`src/sv/psem_pkg.sv`:
```
// Shared types, register codes and constants of the power state energy meter.
package psem_pkg;

    localparam int TIME_W     = 32;
    localparam int VOLT_W     = 16;
    localparam int CURR_W     = 20;
    localparam int ENERGY_W   = 50;
    localparam int MUL_A_W    = 20;
    localparam int MUL_B_W    = 32;
    localparam int MUL_P_W    = MUL_A_W + MUL_B_W;
    localparam int SUM_W      = 54;
    localparam int PROD_W     = VOLT_W + SUM_W;
    localparam int NJ_DIV     = 1000000;
    localparam int REM_W      = 20;

    // The division by one million works on 16-bit digits of the padded voltage product.
    localparam int DIV_W      = 80;
    localparam int DIGIT_W    = 16;
    localparam int DIV_STEPS  = DIV_W / DIGIT_W;
    localparam int DIV_CNT_W  = $clog2(DIV_STEPS);
    localparam int DIV_N_W    = REM_W + DIGIT_W;

    // One million is 64 times 15625; the reciprocal of 15625 is exact for 30-bit dividends.
    localparam int RECIP_PRE   = 6;
    localparam int RECIP_IN_W  = DIV_N_W - RECIP_PRE;
    localparam int RECIP_M_W   = 31;
    localparam int RECIP_P_W   = RECIP_IN_W + RECIP_M_W;
    localparam int RECIP_SHIFT = 44;
    localparam logic [RECIP_M_W-1:0] RECIP_M = 31'd1125899907;

    localparam int JOB_QUEUE_DEPTH = 2;

    localparam logic [VOLT_W-1:0] VOLT_RESET  = 16'd3300;
    localparam logic [CURR_W-1:0] IACT_RESET  = 20'd20000;
    localparam logic [CURR_W-1:0] ILIGHT_RESET = 20'd1000;
    localparam logic [CURR_W-1:0] IDEEP_RESET = 20'd10;

    localparam logic [2:0] MODE_CLEAR      = 3'd0;
    localparam logic [2:0] MODE_BEGIN      = 3'd1;
    localparam logic [2:0] MODE_END        = 3'd2;
    localparam logic [2:0] MODE_SLEEP      = 3'd3;
    localparam logic [2:0] MODE_CKPT_RESET = 3'd4;
    localparam logic [2:0] MODE_READ_CKPT  = 3'd5;
    localparam logic [2:0] MODE_READ_TOTAL = 3'd6;

    localparam logic [1:0] CFG_VOLTAGE  = 2'd0;
    localparam logic [1:0] CFG_I_ACTIVE = 2'd1;
    localparam logic [1:0] CFG_I_LIGHT  = 2'd2;
    localparam logic [1:0] CFG_I_DEEP   = 2'd3;

    typedef struct packed {
        logic [2:0]        mode;
        logic [TIME_W-1:0] now_us;
        logic              deep_sel;
        logic [TIME_W-1:0] sleep_us;
    } item_t;

    typedef struct packed {
        logic [TIME_W-1:0]   active_time_us;
        logic [TIME_W-1:0]   light_time_us;
        logic [TIME_W-1:0]   deep_time_us;
        logic [ENERGY_W-1:0] energy_nj;
        logic                nested_warning;
        logic                window_open;
    } result_t;

    typedef struct packed {
        logic              is_report;
        logic [TIME_W-1:0] ta;
        logic [TIME_W-1:0] tl;
        logic [TIME_W-1:0] td;
        logic              nested;
        logic              window_open;
    } job_t;

    typedef struct packed {
        logic              valid;
        logic [1:0]        index;
        logic [CURR_W-1:0] data;
    } cfg_write_t;

endpackage

```
`src/sv/power_state_energy_meter.sv`:
```
// Top level of the power state energy meter.
// Event words are taken by the front end while its job queue has room, so a burst of events
// is accepted at one per cycle up to the queue depth. The back end takes each job; for a report
// word it then uses the one shared 20 x 32 multiplier for the three current products and both
// voltage halves, runs the division by one million, which finds five 16-bit quotient digits with
// one reciprocal multiplication each, and loads the result register. An event that reports
// nothing goes from taking the job straight to loading the result. A finished result waits
// in that register while the next job is worked on; a result that is not taken holds the back
// end, and once the queue fills the input is held as well.
// Configuration writes are always taken (ready is tied high) and must only be made while idle.
module power_state_energy_meter #(
    parameter int QUEUE_DEPTH = psem_pkg::JOB_QUEUE_DEPTH
) (
    input  logic                        clk,
    input  logic                        rst_n,
    input  logic                        push,
    output logic                        full,
    input  psem_pkg::item_t             item,
    output logic                        empty,
    input  logic                        pop,
    output psem_pkg::result_t           result,
    input  logic                        cfg_valid,
    output logic                        cfg_ready,
    input  logic [1:0]                  cfg_index,
    input  logic [psem_pkg::CURR_W-1:0] cfg_data
);
    import psem_pkg::*;

    job_t       front_job;
    logic       front_push;
    logic       queue_full;
    job_t       queue_job;
    logic       queue_empty;
    logic       queue_pop;
    cfg_write_t cfg;

    assign cfg_ready = 1'b1;
    assign cfg.valid = cfg_valid;
    assign cfg.index = cfg_index;
    assign cfg.data  = cfg_data;

    psem_front u_front (
        .clk      (clk),
        .rst_n    (rst_n),
        .push     (push),
        .full     (full),
        .item     (item),
        .job_push (front_push),
        .job_data (front_job),
        .job_full (queue_full)
    );

    psem_fifo #(
        .DEPTH (QUEUE_DEPTH)
    ) u_queue (
        .clk     (clk),
        .rst_n   (rst_n),
        .push    (front_push),
        .wr_data (front_job),
        .full    (queue_full),
        .pop     (queue_pop),
        .rd_data (queue_job),
        .empty   (queue_empty)
    );

    psem_energy u_energy (
        .clk       (clk),
        .rst_n     (rst_n),
        .cfg       (cfg),
        .job       (queue_job),
        .job_empty (queue_empty),
        .job_pop   (queue_pop),
        .result    (result),
        .empty     (empty),
        .pop       (pop)
    );

endmodule

```
`src/sv/psem_fifo.sv`:
```
// Short job queue between the event front end and the energy back end.
module psem_fifo #(
    parameter int DEPTH = 2
) (
    input  logic           clk,
    input  logic           rst_n,
    input  logic           push,
    input  psem_pkg::job_t wr_data,
    output logic           full,
    input  logic           pop,
    output psem_pkg::job_t rd_data,
    output logic           empty
);
    import psem_pkg::*;

    localparam int PTR_W = (DEPTH > 1) ? $clog2(DEPTH) : 1;
    localparam int CNT_W = $clog2(DEPTH + 1);

    job_t             mem_reg [DEPTH];
    logic [PTR_W-1:0] wr_ptr_reg, wr_ptr_next;
    logic [PTR_W-1:0] rd_ptr_reg, rd_ptr_next;
    logic [CNT_W-1:0] count_reg, count_next;
    logic             do_push, do_pop;

    assign full    = (count_reg == CNT_W'(DEPTH));
    assign empty   = (count_reg == '0);
    assign do_push = push && !full;
    assign do_pop  = pop && !empty;
    assign rd_data = mem_reg[rd_ptr_reg];

    always_comb
    begin
        wr_ptr_next = wr_ptr_reg;
        rd_ptr_next = rd_ptr_reg;
        count_next  = count_reg;
        if (do_push)
        begin
            wr_ptr_next = (wr_ptr_reg == PTR_W'(DEPTH - 1)) ? '0 : wr_ptr_reg + 1'b1;
        end
        if (do_pop)
        begin
            rd_ptr_next = (rd_ptr_reg == PTR_W'(DEPTH - 1)) ? '0 : rd_ptr_reg + 1'b1;
        end
        if (do_push && !do_pop)
        begin
            count_next = count_reg + 1'b1;
        end
        else if (do_pop && !do_push)
        begin
            count_next = count_reg - 1'b1;
        end
    end

    always_ff @(posedge clk or negedge rst_n)
    begin
        if (!rst_n)
        begin
            wr_ptr_reg <= '0;
            rd_ptr_reg <= '0;
            count_reg  <= '0;
        end
        else
        begin
            wr_ptr_reg <= wr_ptr_next;
            rd_ptr_reg <= rd_ptr_next;
            count_reg  <= count_next;
        end
    end

    always_ff @(posedge clk)
    begin
        if (do_push)
        begin
            mem_reg[wr_ptr_reg] <= wr_data;
        end
    end

endmodule

```
`src/sv/psem_front.sv`:
```
// Event front end: takes event words, keeps the time counters and queues a job per event.
module psem_front (
    input  logic            clk,
    input  logic            rst_n,
    input  logic            push,
    output logic            full,
    input  psem_pkg::item_t item,
    output logic            job_push,
    output psem_pkg::job_t  job_data,
    input  logic            job_full
);
    import psem_pkg::*;

    logic [TIME_W-1:0] ckpt_act_reg, ckpt_act_next;
    logic [TIME_W-1:0] ckpt_light_reg, ckpt_light_next;
    logic [TIME_W-1:0] ckpt_deep_reg, ckpt_deep_next;
    logic [TIME_W-1:0] mis_act_reg, mis_act_next;
    logic [TIME_W-1:0] mis_light_reg, mis_light_next;
    logic [TIME_W-1:0] mis_deep_reg, mis_deep_next;
    logic [TIME_W-1:0] win_start_reg, win_start_next;
    logic              win_flag_reg, win_flag_next;
    logic [TIME_W-1:0] elapsed;
    logic              accept;

    assign full     = job_full;
    assign accept   = push && !job_full;
    assign job_push = accept;
    assign elapsed  = item.now_us - win_start_reg;

    always_comb
    begin
        ckpt_act_next   = ckpt_act_reg;
        ckpt_light_next = ckpt_light_reg;
        ckpt_deep_next  = ckpt_deep_reg;
        mis_act_next    = mis_act_reg;
        mis_light_next  = mis_light_reg;
        mis_deep_next   = mis_deep_reg;
        win_start_next  = win_start_reg;
        win_flag_next   = win_flag_reg;
        job_data        = '0;

        unique case (item.mode)
            MODE_CLEAR:
            begin
                ckpt_act_next   = '0;
                ckpt_light_next = '0;
                ckpt_deep_next  = '0;
                mis_act_next    = '0;
                mis_light_next  = '0;
                mis_deep_next   = '0;
                win_start_next  = '0;
                win_flag_next   = 1'b0;
            end
            MODE_BEGIN:
            begin
                // A nested open keeps the first start time.
                if (win_flag_reg)
                begin
                    job_data.nested = 1'b1;
                end
                else
                begin
                    win_start_next = item.now_us;
                    win_flag_next  = 1'b1;
                end
            end
            MODE_END:
            begin
                if (win_flag_reg)
                begin
                    ckpt_act_next = ckpt_act_reg + elapsed;
                    mis_act_next  = mis_act_reg + elapsed;
                    win_flag_next = 1'b0;
                end
            end
            MODE_SLEEP:
            begin
                if (item.sleep_us != '0)
                begin
                    // An open window is paused: closed now, reopened when the sleep ends.
                    if (win_flag_reg)
                    begin
                        ckpt_act_next  = ckpt_act_reg + elapsed;
                        mis_act_next   = mis_act_reg + elapsed;
                        win_start_next = item.now_us + item.sleep_us;
                    end
                    if (item.deep_sel)
                    begin
                        ckpt_deep_next = ckpt_deep_reg + item.sleep_us;
                        mis_deep_next  = mis_deep_reg + item.sleep_us;
                    end
                    else
                    begin
                        ckpt_light_next = ckpt_light_reg + item.sleep_us;
                        mis_light_next  = mis_light_reg + item.sleep_us;
                    end
                end
            end
            MODE_CKPT_RESET:
            begin
                ckpt_act_next   = '0;
                ckpt_light_next = '0;
                ckpt_deep_next  = '0;
            end
            MODE_READ_CKPT:
            begin
                job_data.is_report = 1'b1;
                job_data.ta        = ckpt_act_reg;
                job_data.tl        = ckpt_light_reg;
                job_data.td        = ckpt_deep_reg;
            end
            MODE_READ_TOTAL:
            begin
                job_data.is_report = 1'b1;
                job_data.ta        = mis_act_reg;
                job_data.tl        = mis_light_reg;
                job_data.td        = mis_deep_reg;
            end
            default:
            begin
            end
        endcase

        job_data.window_open = win_flag_next;
    end

    always_ff @(posedge clk or negedge rst_n)
    begin
        if (!rst_n)
        begin
            ckpt_act_reg   <= '0;
            ckpt_light_reg <= '0;
            ckpt_deep_reg  <= '0;
            mis_act_reg    <= '0;
            mis_light_reg  <= '0;
            mis_deep_reg   <= '0;
            win_start_reg  <= '0;
            win_flag_reg   <= 1'b0;
        end
        else if (accept)
        begin
            ckpt_act_reg   <= ckpt_act_next;
            ckpt_light_reg <= ckpt_light_next;
            ckpt_deep_reg  <= ckpt_deep_next;
            mis_act_reg    <= mis_act_next;
            mis_light_reg  <= mis_light_next;
            mis_deep_reg   <= mis_deep_next;
            win_start_reg  <= win_start_next;
            win_flag_reg   <= win_flag_next;
        end
    end

endmodule

```
`src/sv/psem_energy.sv`:
```
// Energy back end: configuration registers, shared multiplier, digit divider and result register.
module psem_energy (
    input  logic                 clk,
    input  logic                 rst_n,
    input  psem_pkg::cfg_write_t cfg,
    input  psem_pkg::job_t       job,
    input  logic                 job_empty,
    output logic                 job_pop,
    output psem_pkg::result_t    result,
    output logic                 empty,
    input  logic                 pop
);
    import psem_pkg::*;

    typedef enum logic [5:0] {
        ST_IDLE  = 6'b000001,
        ST_MUL   = 6'b000010,
        ST_ACC   = 6'b000100,
        ST_DIV   = 6'b001000,
        ST_DIGIT = 6'b010000,
        ST_DONE  = 6'b100000
    } eng_state_t;

    localparam logic [2:0] STEP_ACT   = 3'd0;
    localparam logic [2:0] STEP_LIGHT = 3'd1;
    localparam logic [2:0] STEP_DEEP  = 3'd2;
    localparam logic [2:0] STEP_V_LO  = 3'd3;
    localparam logic [2:0] STEP_V_HI  = 3'd4;
    localparam logic [DIV_CNT_W-1:0] DIV_LAST = DIV_CNT_W'(DIV_STEPS - 1);

    eng_state_t            state_reg, state_next;
    logic [VOLT_W-1:0]     volt_reg;
    logic [CURR_W-1:0]     i_act_reg, i_light_reg, i_deep_reg;
    job_t                  job_reg, job_next;
    logic [2:0]            step_reg, step_next;
    logic [MUL_P_W-1:0]    prod_reg, prod_next;
    logic [SUM_W-1:0]      sum_reg, sum_next;
    logic [DIV_W-1:0]      p_reg, p_next;
    logic [REM_W-1:0]      rem_reg, rem_next;
    logic [RECIP_P_W-1:0]  recip_reg, recip_next;
    logic [DIV_CNT_W-1:0]  div_cnt_reg, div_cnt_next;
    result_t               out_reg, out_next;
    logic                  out_valid_reg, out_valid_next;
    logic [MUL_A_W-1:0]    mul_a;
    logic [MUL_B_W-1:0]    mul_b;
    logic [DIV_N_W-1:0]    div_num;
    logic [DIGIT_W-1:0]    digit;
    logic [DIV_N_W-1:0]    digit_back;
    logic                  pop_acc;
    logic                  load;

    assign empty   = !out_valid_reg;
    assign result  = out_reg;
    assign pop_acc = pop && out_valid_reg;
    assign load    = (state_reg == ST_DONE) && (!out_valid_reg || pop_acc);
    assign job_pop = (state_reg == ST_IDLE) && !job_empty;

    // One shared 20 x 32 multiplier serves the three current products and both voltage halves.
    always_comb
    begin
        unique case (step_reg)
            STEP_ACT:
            begin
                mul_a = i_act_reg;
                mul_b = job_reg.ta;
            end
            STEP_LIGHT:
            begin
                mul_a = i_light_reg;
                mul_b = job_reg.tl;
            end
            STEP_DEEP:
            begin
                mul_a = i_deep_reg;
                mul_b = job_reg.td;
            end
            STEP_V_LO:
            begin
                mul_a = MUL_A_W'(volt_reg);
                mul_b = sum_reg[MUL_B_W-1:0];
            end
            default:
            begin
                mul_a = MUL_A_W'(volt_reg);
                mul_b = MUL_B_W'(sum_reg[SUM_W-1:MUL_B_W]);
            end
        endcase
    end

    // Long division by one million, one 16-bit digit at a time; the partial remainder stays
    // below one million, so each digit is found exactly by the reciprocal of 15625.
    assign div_num    = {rem_reg, p_reg[DIV_W-1:DIV_W-DIGIT_W]};
    assign digit      = recip_reg[RECIP_SHIFT+DIGIT_W-1:RECIP_SHIFT];
    assign digit_back = DIV_N_W'(digit) * DIV_N_W'(NJ_DIV);

    always_comb
    begin
        state_next     = state_reg;
        job_next       = job_reg;
        step_next      = step_reg;
        prod_next      = prod_reg;
        sum_next       = sum_reg;
        p_next         = p_reg;
        rem_next       = rem_reg;
        recip_next     = recip_reg;
        div_cnt_next   = div_cnt_reg;
        out_next       = out_reg;
        out_valid_next = out_valid_reg;

        if (pop_acc)
        begin
            out_valid_next = 1'b0;
        end

        unique case (state_reg)
            ST_IDLE:
            begin
                if (!job_empty)
                begin
                    job_next  = job;
                    step_next = STEP_ACT;
                    sum_next  = '0;
                    state_next = job.is_report ? ST_MUL : ST_DONE;
                end
            end
            ST_MUL:
            begin
                prod_next  = MUL_P_W'(mul_a) * MUL_P_W'(mul_b);
                state_next = ST_ACC;
            end
            ST_ACC:
            begin
                if (step_reg == STEP_V_LO)
                begin
                    p_next = DIV_W'(prod_reg);
                end
                else if (step_reg == STEP_V_HI)
                begin
                    // The upper voltage product is below 2^38, so it fits above bit 32.
                    p_next = p_reg + (DIV_W'(prod_reg[PROD_W-MUL_B_W-1:0]) << MUL_B_W);
                end
                else
                begin
                    sum_next = sum_reg + SUM_W'(prod_reg);
                end

                if (step_reg == STEP_V_HI)
                begin
                    rem_next     = '0;
                    div_cnt_next = '0;
                    state_next   = ST_DIV;
                end
                else
                begin
                    step_next  = step_reg + 1'b1;
                    state_next = ST_MUL;
                end
            end
            ST_DIV:
            begin
                recip_next = RECIP_P_W'(div_num[DIV_N_W-1:RECIP_PRE]) * RECIP_P_W'(RECIP_M);
                state_next = ST_DIGIT;
            end
            ST_DIGIT:
            begin
                rem_next     = REM_W'(div_num - digit_back);
                p_next       = {p_reg[DIV_W-DIGIT_W-1:0], digit};
                div_cnt_next = div_cnt_reg + 1'b1;
                if (div_cnt_reg == DIV_LAST)
                begin
                    state_next = ST_DONE;
                end
                else
                begin
                    state_next = ST_DIV;
                end
            end
            ST_DONE:
            begin
                if (load)
                begin
                    out_next.active_time_us = job_reg.ta;
                    out_next.light_time_us  = job_reg.tl;
                    out_next.deep_time_us   = job_reg.td;
                    out_next.energy_nj      = job_reg.is_report ? p_reg[ENERGY_W-1:0] : '0;
                    out_next.nested_warning = job_reg.nested;
                    out_next.window_open    = job_reg.window_open;
                    out_valid_next          = 1'b1;
                    state_next              = ST_IDLE;
                end
            end
            default:
            begin
                state_next = ST_IDLE;
            end
        endcase
    end

    always_ff @(posedge clk or negedge rst_n)
    begin
        if (!rst_n)
        begin
            state_reg     <= ST_IDLE;
            out_valid_reg <= 1'b0;
            step_reg      <= STEP_ACT;
            div_cnt_reg   <= '0;
            rem_reg       <= '0;
            volt_reg      <= VOLT_RESET;
            i_act_reg     <= IACT_RESET;
            i_light_reg   <= ILIGHT_RESET;
            i_deep_reg    <= IDEEP_RESET;
        end
        else
        begin
            state_reg     <= state_next;
            out_valid_reg <= out_valid_next;
            step_reg      <= step_next;
            div_cnt_reg   <= div_cnt_next;
            rem_reg       <= rem_next;
            if (cfg.valid)
            begin
                unique case (cfg.index)
                    CFG_VOLTAGE:  volt_reg    <= cfg.data[VOLT_W-1:0];
                    CFG_I_ACTIVE: i_act_reg   <= cfg.data;
                    CFG_I_LIGHT:  i_light_reg <= cfg.data;
                    CFG_I_DEEP:   i_deep_reg  <= cfg.data;
                    default:
                    begin
                    end
                endcase
            end
        end
    end

    always_ff @(posedge clk)
    begin
        job_reg   <= job_next;
        prod_reg  <= prod_next;
        sum_reg   <= sum_next;
        p_reg     <= p_next;
        recip_reg <= recip_next;
        out_reg   <= out_next;
    end

    a_pop_needs_job: assert property (@(posedge clk) disable iff (!rst_n)
        job_pop |-> !job_empty)
        else $error("job taken from an empty queue");

    a_rem_bounded: assert property (@(posedge clk) disable iff (!rst_n)
        (state_reg == ST_DIGIT) |=> (rem_reg < REM_W'(NJ_DIV)))
        else $error("divider remainder reached the divisor");

    a_div_runs_full: assert property (@(posedge clk) disable iff (!rst_n)
        (state_reg == ST_DIGIT && div_cnt_reg != DIV_LAST) |=> (state_reg == ST_DIV))
        else $error("division left before its last quotient digit");

    a_done_waits: assert property (@(posedge clk) disable iff (!rst_n)
        (state_reg == ST_DONE && out_valid_reg && !pop)
        |=> (state_reg == ST_DONE && out_valid_reg))
        else $error("result overwritten while the previous one waits");

endmodule
```
`config.mk`:
```
export PLATFORM = sky130hd
export DESIGN_NAME = power_state_energy_meter
export DESIGN_NICKNAME = d
export VERILOG_FILES = /design/src/sv/psem_pkg.sv /design/src/sv/power_state_energy_meter.sv /design/src/sv/psem_fifo.sv /design/src/sv/psem_front.sv /design/src/sv/psem_energy.sv
export SDC_FILE = /design/constraint.sdc
export NUM_CORES = 2
export LEC_CHECK = 0
export BUFFER_PORTS_ARGS = -buffer_cell sky130_fd_sc_hd__buf_2
export CORE_UTILIZATION = 61
export CTS_BUF_LIST = sky130_fd_sc_hd__clkbuf_8 sky130_fd_sc_hd__clkbuf_16
export DETAILED_ROUTE_END_ITERATION = 10
export PLACE_DENSITY = 0.75
export SYNTH_ARGS = -nofsm -noshare
export SYNTH_HDL_FRONTEND = slang
export SYNTH_SLANG_ARGS = --single-unit
```
`constraint.sdc`:
```
create_clock -name clk -period 11.8 [get_ports clk]
set_input_delay 2.95 -clock clk [delete_from_list [all_inputs] [get_ports clk]]
set_output_delay 2.95 -clock clk [all_outputs]
set_load 0.005 [all_outputs]
```
==> impl_results.md <==
* Status: finished, final reports clean
* Vias in the first global route at between 60000 and 70000
* Synth top area cells: edfxtp_1, fa_1, ha_1
* Min Tclk post-route at between 10000 and 15000 ps
* Share of the synthesized area in the top cell type at between 20% and 30%
* Drt first pass iters at 8
* Worst-path clk slew at roughly 60 ps
* CTS tree: yes
* Antenna-violating nets left at 0
* Vias/cell at about 6.2
* Clock root buffer: clkbuf_16
* Yosys Warn Count at 0
* Delay-heaviest family, CP: adder cells
* Global Route Usage Sum at about 37%
* Syn Nets at between 10000 and 15000
* Sequential area share after synthesis at a little under a third
* Layout cells sized above 1 at 9.512%
* # rows at 139
* DRC at 0
* I/O pin count at 246
* Clk sinks at ~990
* Max Fanout on Critical Path at 33
* Tcrit/Tclk final at approximately 86%
* Asr flop ratio synth at 34.31%
* Max reg flops at approximately 200
* Worst Setup Start Kind: register
* EDFF count, synth at 647
* Slew Viols, Final at 0
* Cts repair resizes at 0
* WS Path Type: reg2reg
* Fillers at between 10000 and 15000
* Buffers on Ports at 244
* Syn Area/Cell at between 10 and 15 sq um
* H-tree levels at 3
* Required time worst endpoint at between 10000 and 15000 ps
* Clock buffer depth at 3
* Top-count cell post-synth: inv_1
* Most used cell along the critical path: fa_1
* Initial antenna violation count at 28
* Total routed wirelength at about 270 mm
* Hold Violations, Final at 0
* CP max stage cell: a31o_2
* Critical path capture point type: register
* TNS Setup at 0 ps
* Worst Tran Pin Value at 1336 ps
* Clk_skew at 101.8 ps
* Yosys top cell by area: edfxtp_1
* Final setup violation count at 0
* Hold-fix buffers at CTS at 0
* Detailed-route via count at 66420
* Slew HR at approximately a tenth
* Yosys reg bits at approximately 990
* Post-DR wirelength/cell at 24.81 microns
* CP Buf/Inv Count at 8
* Core ar. at 143500 sq um
* CP peak stage delay at around 650 ps
* Max-cap violation count at 0
* Dominant synthesized flop cell: edfxtp_1
* Worst-Skew Late Latency at 770 ps
* Initial DRC Count at 6048
* Die area at approximately 150000 sq um
* RSZ-0062 raised after global routing: false
* WP data arrival at approximately 11000 ps
* Grt total ovfl at 0
* Starting Density at between 60 and 70%
* Post-CTS Setup Repair Bufs at 0
* CTS Buf Count at 107
* Pin count of the biggest net entering global routing at about 150
* Synth Instances at ~8600
* P&R area growth vs syn at 8.268%
* Fmax achieved at around 100 MHz
* Syn Std Cell Area at 88170 sq um
* Hold Path Class: reg2reg
* Post-synth top cells: inv_1, ha_1, fa_1
* DIE HEIGHT at ~380 microns
* Final Net Count at 10580
* First-pass GRT wire length at between 400 and 500 mm
* Die Width at ~380 microns
* Yosys cell types at about 110
* RePlAce Congestion at around 1
* Hpwl dp at a little over 200 mm
## kinds of logic after synthesis
group           share of synthesized area [%]
mux                                     2.376
simple gates                            10.15
compound gates                          13.33
flops                                   31.66
fa+ha+maj                               32.02
buf+inv                                 6.485
xor+xnor                                3.983
other cells                          0.004253
## cell usage in the layout, fill, tap and decap left out, types with 91 or more instances in the layout
cell	instances
fa_1	862
clkbuf_16	108
buf_2	243
and2_1	108
inv_1	1238
nand2_1	817
a21o_1	224
xor2_1	171
xnor2_1	230
buf_4	91
a21oi_1	419
nand3_1	131
edfxtp_1	647
ha_1	876
dfrtp_1	317
o21ai_0	367
a22o_1	128
nor2_1	545
mux2_2	178
## area by class of cell
| type | instances | area [sq um] | area share [%] |
|---|---|---|---|
| Clock inverter | 86 | 958.4 | 1.004 |
| Clock buffer | 117 | 2826 | 2.961 |
| Sequential cell | 985 | 27920 | 29.24 |
| Inverter | 1219 | 4578 | 4.796 |
| Timing Repair Buffer | 339 | 2002 | 2.097 |
| Tap cell | 1903 | 2381 | 2.494 |
| Antenna cell | 12 | 30.03 | 0.03146 |
| Multi-Input combinational cell | 6095 | 54770 | 57.37 |
## layer usage
metal,up-vias,part of all wire [%],GRT usage (%)
li1,29570,-,-
met1,33050,39,49.73
met4,18,5.5,17.40
met3,693,11,8.833
met5,-,0.046,0
met2,3087,44,55.82
## stage by stage
step                      setup WS [ps]  instance area [sq um]  utilization, %  hold slack (ps)  std cells
after floorplan                   976.6                  88170               -            400.3       8602
after global placement             1989                  91620           63.85            434.8      10540
after detailed placement           1756                  91620           63.85            436.8      10540
after CTS                          1739                  95400           66.49            415.2      10740
after global routing               1215                  95440           66.52            437.3      10750
final                              1638                  95460           66.53            411.8      10760
## path summary, 6_finish.rpt
path,start,endpoint,cells after the start,slack (ps)
setup / recovery,u_energy.step_reg[1],u_energy.prod_reg[51],32,1640
hold / removal,u_energy.job_reg[3],u_energy.result[53],0,410
setup reg to reg,u_energy.step_reg[1],u_energy.prod_reg[51],32,1640
hold reg to reg,u_energy.job_reg[3],u_energy.result[53],0,410
max in group asynchronous,rst_n,u_front.win_start_reg[16],2,8250
min in group asynchronous,rst_n,u_energy.i_light_reg[4],1,2210
Power is left out: the tool's default activity adds up to more than one toggle a clock period on the data nets, which glitch-free logic cannot reach.
